--- src/design/spv_sermul.sv ---
// ----------------------------------------------------------------------------
// spv_sermul
// bit-serial shift-add multiplier, signed multiplicand times unsigned
// multiplier, one multiplier bit per cycle
// ----------------------------------------------------------------------------
module spv_sermul #(
    parameter int AW = 60,
    parameter int BW = 17
) (
    input  logic                 i_clk,
    input  logic                 i_rst_n,
    input  logic                 i_start,
    input  logic signed [AW-1:0] i_a,
    input  logic        [BW-1:0] i_b,
    output logic                 o_busy,
    output logic signed [AW+BW:0] o_prod
);

    localparam int CNTW = $clog2(BW + 1);

    logic signed [AW-1:0] r_a;
    logic signed [AW:0]   r_hi;
    logic        [BW-1:0] r_lo;
    logic      [CNTW-1:0] r_cnt;
    logic                 r_busy;
    logic signed [AW:0]   sum;

    assign sum = r_hi + (r_lo[0] ? {r_a[AW-1], r_a} : '0);

    always_ff @(posedge i_clk) begin
        if (!i_rst_n) begin
            r_busy <= 1'b0;
            r_cnt  <= '0;
        end else if (i_start) begin
            r_busy <= 1'b1;
            r_cnt  <= CNTW'(BW);
        end else if (r_busy) begin
            r_cnt <= r_cnt - 1'b1;
            if (r_cnt == CNTW'(1)) begin
                r_busy <= 1'b0;
            end
        end
    end

    always_ff @(posedge i_clk) begin
        if (i_start) begin
            r_a  <= i_a;
            r_hi <= '0;
            r_lo <= i_b;
        end else if (r_busy) begin
            r_hi <= {sum[AW], sum[AW:1]};
            r_lo <= {sum[0], r_lo[BW-1:1]};
        end
    end

    assign o_busy = r_busy;
    assign o_prod = {r_hi, r_lo};

endmodule

--- config.mk ---
export PLATFORM = sky130hd
export DESIGN_NAME = spv_sermul
export DESIGN_NICKNAME = d
export VERILOG_FILES = /design/src/design/spv_sermul.sv
export SDC_FILE = /design/constraint.sdc
export NUM_CORES = 1
export LEC_CHECK = 0
export ABC_AREA = 1
export BUFFER_PORTS_ARGS = -buffer_cell sky130_fd_sc_hd__buf_4
export CORE_ASPECT_RATIO = 0.6
export CORE_UTILIZATION = 26
export CTS_CLUSTER_DIAMETER = 150
export CTS_CLUSTER_SIZE = 30
export DETAILED_ROUTE_END_ITERATION = 16
export GPL_TIMING_DRIVEN = 1
export PLACE_DENSITY = 0.49
export RECOVER_POWER = 100
export SETUP_SLACK_MARGIN = 0.5
export SLEW_MARGIN = 5
export SYNTH_ARGS = -nofsm -noshare
export SYNTH_HDL_FRONTEND = slang
export SYNTH_SLANG_ARGS = --single-unit
--- constraint.sdc ---
create_clock -name i_clk -period 3 [get_ports i_clk]
set_clock_uncertainty 0.2 [all_clocks]
set_input_delay 0.15 -clock i_clk [delete_from_list [all_inputs] [get_ports i_clk]]
set_output_delay 0.15 -clock i_clk [all_outputs]
set_load 0.05 [all_outputs]
==> key figures, run 1 <==
Outcome
  – Status: completed

Clock tree
  – Max H-tree Level: 4
  – CTS Buf Count: 17
  – Clock Sinks: around 140
  – Max Buffers Root-to-Sink: 2
  – Root buffer cell: clkbuf_16
  – Clk slew on worst S/H paths: ~0.080 ns
  – CTS tree: done
  – Clk Latency, worst-skew pair: approximately 0.46 ns

Worst setup path
  – Critical path startpoint category: flop
  – Max Fanout on Critical Path: 8
  – Worst EP arrival: slightly below 3 ns
  – Critical Path RT: between 3 and 4 ns
  – Critical path endpoint category: flop
  – CP Cell Sequence: buf_6 -> buf_12 -> buf_16 -> nand2_4 -> inv_2 -> ha_4 -> nand2_4 -> nor2_4 -> nand2_1 -> inv_2 -> nand4_1 -> nand3_4 -> nand2_1 -> nand4_1 -> nand3_1 -> nand2_1 -> inv_1
  – Largest stage delay, worst path: roughly 0.38 ns
  – Buf/Inv on CP: 6
  – Cell family with most CP delay: simple AND/OR/NAND/NOR gates
  – CP most frequent cell: nand2_1
  – Crit Path Class: flop to flop
  – Worst path slowest cell: edfxtp_1

Flow run
  – Max cap viols: 0

Floorplanning
  – Num rows: between 50 and 60
  – Die height: between 150 and 200 um
  – Initial core utilization: 0.266
  – CORE AREA: between 0.04 and 0.05 mm^2
  – Die area: between 0.04 and 0.05 mm^2
  – Die Span X: ~270 um
  – Num ports: around 160

Cells and area
  – Commonest non-fill, non-tap cells in the layout: nand2_1 (447), inv_1 (312), nand2_2 (155)
  – Area Growth Syn to Fin: 57.5%
  – Commonest non-fill, non-tap cell in the layout: nand2_1
  – Layout cells sized above 1: 0.352
  – Final cell count without fillers: 2610
  – Antenna diode count: 0
  – Final net count: 2180

Drt
  – Detailed-route DRC error count: 0
  – Via count: ~12000
  – Post-route ant nets: 0
  – Initial detailed-routing violation count: 867
  – Wirelength per Cell: 17.7 um
  – WL final: 46200 um
  – 1st-pass router iterations: 5
  – Vias per cell: ~4.5

STA
  – Final min period: ~2.8 ns
  – RSZ-0062 raised after global routing: yes
  – Slew HR: 0.193
  – Worst Max-Slew Pin Slew: 1.21 ns
  – Final Max Tran Viols: 0
  – # setup viols final: 0
  – Final Hold Fails: 0
  – Setup TNS: 0 ns
  – Max Fclk: around 350 MHz
  – Crit share post-route: 0.944

Power and ir drop
  – Total power per unit cell area: between 400 and 500 mW/mm^2
  – Design Power: 7.40 mW
  – Static leakage: ~8.4 nW
  – VDD IR max: just under 0.0003 V

Place
  – Final Wtd Congestion: roughly 0.98
  – Post-DP HPWL: around 35000 um
  – Total placed cells including tap cells: about 2400
  – IO Port Bufs: around 160

GRT
  – Largest net degree at the start of global routing: 95
  – First-pass GRT wire length: a little under 70000 um
  – Total gr overflow: 0
  – Initial antenna violation count: 1
  – GRT Util Overall: 0.216
  – Vias in the first global route: between 10000 and 15000

Logic synthesis
  – Yosys warns: 0
  – Synth unique cells: 38
  – Synth Instances: approximately 1700
  – Largest family of logic cells by synthesized area: simple AND/OR/NAND/NOR gates
  – Sequential fraction of the synthesis area: 0.336
  – Synth Area in XOR/XNOR: 0.0162
  – Post-Syn Area: 0.0108 mm^2
  – Fraction of the mapped netlist area in simple logic gates: 0.369
  – Yosys reg bits: roughly 140
  – Mapped Nets: roughly 1900
  – Synth Area per Inst: 6.27 um^2
  – Adder-Cell Fraction of Synth Area: 0.0735
  – Synth Area in Compound Gates: 0.0640
  – Mux cell area share after synthesis: 0

Hold path
  – Worst hold path type: input pin to flop
-- path summary, 6_finish.rpt --
path | startpoint | end | slack [ns] | cells past startpoint
min reg2reg | r_cnt[1]$_SDFFE_PP0P_ | r_cnt[1]$_SDFFE_PP0P_ | 0.31 | 2
max reg2reg | r_lo[0]$_DFFE_PP_ | r_hi[50]$_SDFFE_PP0P_ | 0.17 | 17
max | r_lo[0]$_DFFE_PP_ | r_hi[50]$_SDFFE_PP0P_ | 0.17 | 17
min | i_a[5] | r_a[5]$_DFFE_PP_ | 0.22 | 2
-- synth_stat cells (all sizes together) --
cell type  count  area (um^2)
and3           2         12.5
dfxtp         66         1320
nor4           1         6.26
a31oi          3         18.8
nand3         77          420
nand2        672         2560
and2           1         6.26
a22o           1         8.76
ha            62          776
inv          374         1400
o211ai         6         45.0
a211oi         1         7.51
o31ai          1         7.51
a32o           4         40.0
nor3           9         92.6
a21oi         59          295
xor2           5         43.8
o21bai        10         75.1
xnor2         15          131
nand4         11         68.8
clkinv         4         15.0
edfxtp        77         2310
o21ai         39          195
nor2         193          802
clkbuf        24         90.1
fa             1         20.0
or2            4         25.0
buf            4         20.0
-- power by group --
part / switching, mW / internal [mW]
clock: 1.03 / 1.18
sequential: 0.174 / 2.25
combinational: 1.74 / 1.02
-- cells by family after synthesis --
kind of cell               after synthesis
and+or+nand+nor                        970
buffers and inverters                  406
DFF                                    143
AOI/OAI and AO/OA                      124
adders and majority gates               63
xor gates and xnor gates                20
-- state kept, by name, summed over array words and instances (netlist names) --
signal,count
r_a,60
r_lo,17
r_cnt,5
r_hi,60
o_busy,1
-- per-stage QoR --
step                      cell area [um^2]  worst slack, ns  utilization  hold slack (ns)
after floorplan                      11700            0.292            -           0.0489
after global placement               13600          -0.0417        0.334            0.129
after detailed placement             13600          -0.0274        0.334            0.129
after CTS                            16400            0.265        0.403            0.186
after global routing                 17000           0.0546        0.419            0.213
final                                17000            0.167        0.419            0.225
-- routing by layer --
layer	wire, um	up-vias	GRT usage	share of wire
met1	25400	5439	0.356	0.55
li1	-	5856	-	-
met2	16800	337	0.268	0.36
met4	509	0	0.0413	0.011
met3	3540	30	0.0534	0.076
met5	0	-	0	0
-- layout make-up --
class	count	area, um^2
Sequential cell	143	3630
Inverter	378	1420
Multi-Input combinational cell	1177	8270
Timing Repair Buffer	320	2440
Fill cell	4285	23700
Tap cell	560	701
Clock buffer	19	443
Clock inverter	13	131
-- timing repair --
action / 4_1_cts / 5_1_grt
buffers inserted: 41 / 16
endpoints found under the setup margin: 54 / 54
hold buffers: 79 / 0
endpoints found under the hold margin: 100 / 0
gates resized for setup: 299 / 244
cloned: 2 / 2
pin swaps: 89 / 113
Note: power is estimated with default switching activity, not from simulation.
==> run 2: changes to the inputs <==
--- a/config.mk
+++ b/config.mk
@@ -9,6 +9,7 @@
 export BUFFER_PORTS_ARGS = -buffer_cell sky130_fd_sc_hd__buf_4
 export CORE_ASPECT_RATIO = 0.6
 export CORE_UTILIZATION = 26
+export CTS_BUF_LIST = sky130_fd_sc_hd__clkbuf_8
 export CTS_CLUSTER_DIAMETER = 150
 export CTS_CLUSTER_SIZE = 30
 export DETAILED_ROUTE_END_ITERATION = 16
==> run 2 against run 1 <==
Compared with the run above:
- die area unchanged
- maximum frequency about the same
- clock power down 26%
- flip-flop and latch count unchanged
- cell area down 2.8%
- worst setup slack worse by 0.0012 ns
- count of clock-buffer cells in the layout down 1
- routed wire length down 0.93%
- utilization down 1.2 points
- total power down 8.9%
- via count down 0.27%
- critical path type unchanged
==> key figures, run 2 (same netlist as run 1, synthesis figures left out) <==
Outcome
  – Status: completed

Worst setup path
  – R2R Setup Slk: around 0.17 ns
  – Reg2reg start: r_lo[0]$_DFFE_PP_
  – Critical Path RT: between 3 and 4 ns
  – Critical path endpoint category: flop
  – Critical path startpoint category: flop
  – Crit Path Class: flop to flop
  – Critical Path Sink: r_hi[33]$_SDFFE_PP0P_
  – Reg2reg path depth: 15
  – Worst EP arrival: between 2 and 3 ns
  – Setup crit start: r_lo[0]$_DFFE_PP_
  – FF-to-FF End: r_hi[33]$_SDFFE_PP0P_
  – Max Fanout on Critical Path: 16

Place
  – Total placed cells including tap cells: roughly 2400
  – Post-DP HPWL: between 30000 and 40000 um
  – Pre-CTS WS: -0.0274 ns
  – Final Wtd Congestion: between 0.9 and 1
  – IO Port Bufs: ~160

Clock tree
  – Clk slew on worst S/H paths: approximately 0.11 ns
  – CTS tree: done
  – Clock Sinks: ~140
  – Max Buffers Root-to-Sink: 2
  – Max H-tree Level: 4
  – CTS Buf Count: 17
  – Root buffer cell: clkbuf_8
  – Clk Latency, worst-skew pair: 0.52 ns

STA
  – Worst Max-Slew Pin Slew: around 1.2 ns
  – Max Fclk: between 300 and 400 MHz
  – Final Max Tran Viols: 0
  – Worst hold slack: 0.161 ns
  – Final Hold Fails: 0
  – Final WS setup: about 0.17 ns
  – Slew HR: 0.186
  – # setup viols final: 0
  – Final min period: roughly 2.8 ns
  – Crit share post-route: 0.945
  – RSZ-0062 raised after global routing: yes

Floorplanning
  – Num ports: between 150 and 200
  – Num rows: between 50 and 60
  – Initial core utilization: 0.266
  – Die height: approximately 160 um
  – Die Span X: approximately 270 um
  – CORE AREA: ~0.04 mm^2
  – Die area: about 0.042 mm^2

Cells and area
  – Final net count: between 2000 and 2500
  – Commonest non-fill, non-tap cell in the layout: nand2_1
  – Area Growth Syn to Fin: 53.1%
  – Final cell count without fillers: roughly 2600
  – Biggest regs: r_a (60), r_hi (60), r_lo (17)
  – Layout cells sized above 1: 0.332
  – Antenna diode count: 0
  – Commonest non-fill, non-tap cells in the layout: nand2_1 (470), inv_1 (324), nand2_2 (136)

Power and ir drop
  – Static leakage: between 8 and 9 nW
  – VDD IR max: 0.000251 V
  – Total power per unit cell area: between 400 and 500 mW/mm^2

Drt
  – Detailed-route DRC error count: 0
  – 1st-pass router iterations: 5
  – Vias per cell: around 4.5
  – Via count: 11600
  – Wirelength per Cell: roughly 18 um
  – WL final: roughly 46000 um
  – Initial detailed-routing violation count: slightly above 900
  – Post-route ant nets: 0

GRT
  – Vias in the first global route: 10900
  – Total gr overflow: 0
  – First-pass GRT wire length: between 60000 and 70000 um
  – GRT Util Overall: 0.216
  – GR Util met2: 0.268
  – M1 GR Usage: 0.357
  – Largest net degree at the start of global routing: 95
  – GRT busiest layer: met1
  – Initial antenna violation count: 1
  – GR Util met3: 0.0549

Hold path
  – Worst hold path type: input pin to flop
  – Hold path depth: 2

Flow run
  – Max cap viols: 0
## run 2: changes by cell type in the layout (fill, tap and decap cells not counted), moves of 4 or more
| cell | change |
|---|---|
| nand2_1 | +23 |
| nand2_2 | -19 |
| clkbuf_16 | -17 |
| clkbuf_8 | +17 |
| inv_1 | +12 |
| inv_2 | -12 |
| nor2_4 | -8 |
| buf_4 | +7 |
| nor2_2 | +7 |
| nand3_4 | -5 |
| nand3_1 | +4 |
## run 2: repair_timing
item | in CTS | in global routing
endpoints found under the hold margin | 102 | 0
resized for setup | 291 | 196
buffers inserted | 40 | 20
pin swaps | 89 | 118
hold buffers | 79 | 0
cloned | 2 | 1
endpoints found under the setup margin | 54 | 55
## run 2: stage by stage
stage                     utilization  power [mW]  area, um^2  TNS [ns]
after floorplan                     -        3.89       11700         0
after detailed placement        0.334        4.66       13600   -0.0606
after CTS                       0.397        6.73       16200         0
after global placement          0.334        4.67       13600   -0.0578
final                           0.407        6.74       16600         0
after global routing            0.407        7.09       16600         0
## run 2: per-layer routing
| metal | vias up | routed length [um] | part of all wire |
|---|---|---|---|
| li1 | 5858 | - | - |
| met1 | 5399 | 25200 | 0.55 |
| met2 | 341 | 16400 | 0.36 |
| met3 | 33 | 3730 | 0.082 |
| met4 | 0 | 414 | 0.0090 |
| met5 | - | 0 | 0 |
## run 2: how the worst min path moves through the flow
| stage | start | to |
|---|---|---|
| 2_1_floorplan | i_a[0] | r_a[0]$_DFFE_PP_ |
| 3_3_place_gp | i_a[53] | r_a[53]$_DFFE_PP_ |
| 3_5_place_dp | i_a[6] | r_a[6]$_DFFE_PP_ |
| 4_1_cts | i_a[5] | r_a[5]$_DFFE_PP_ |
| 5_1_grt | i_a[19] | r_a[19]$_DFFE_PP_ |
| 6_report | i_a[5] | r_a[5]$_DFFE_PP_ |
## run 2: power by group
group	total, mW	internal [mW]	switching, mW
clock	1.64	0.693	0.951
combinational	2.67	0.987	1.69
sequential	2.42	2.25	0.174
total	6.74	3.93	2.81
## run 2: cell type report
class                           count  area [um^2]
Fill cell                        4361        24200
Sequential cell                   143         3630
Clock inverter                     14          135
Multi-Input combinational cell   1177         7990
Timing Repair Buffer              322         2440
Clock buffer                       18          248
Inverter                          378         1420
Tap cell                          560          701
## run 2: worst max-delay path, stage by stage (launching register included)
cell and delay (ns):
edfxtp_1 0.39, buf_6 0.16, buf_12 0.16, nand2_2 0.06
inv_2 0.04, ha_4 0.19, fa_2 0.38, buf_4 0.17
nand3_2 0.07, nand3_1 0.16, nand2_1 0.16, nand2_4 0.08
nand2_1 0.21, nand2_1 0.09, nand2_1 0.06, a31oi_1 0.07
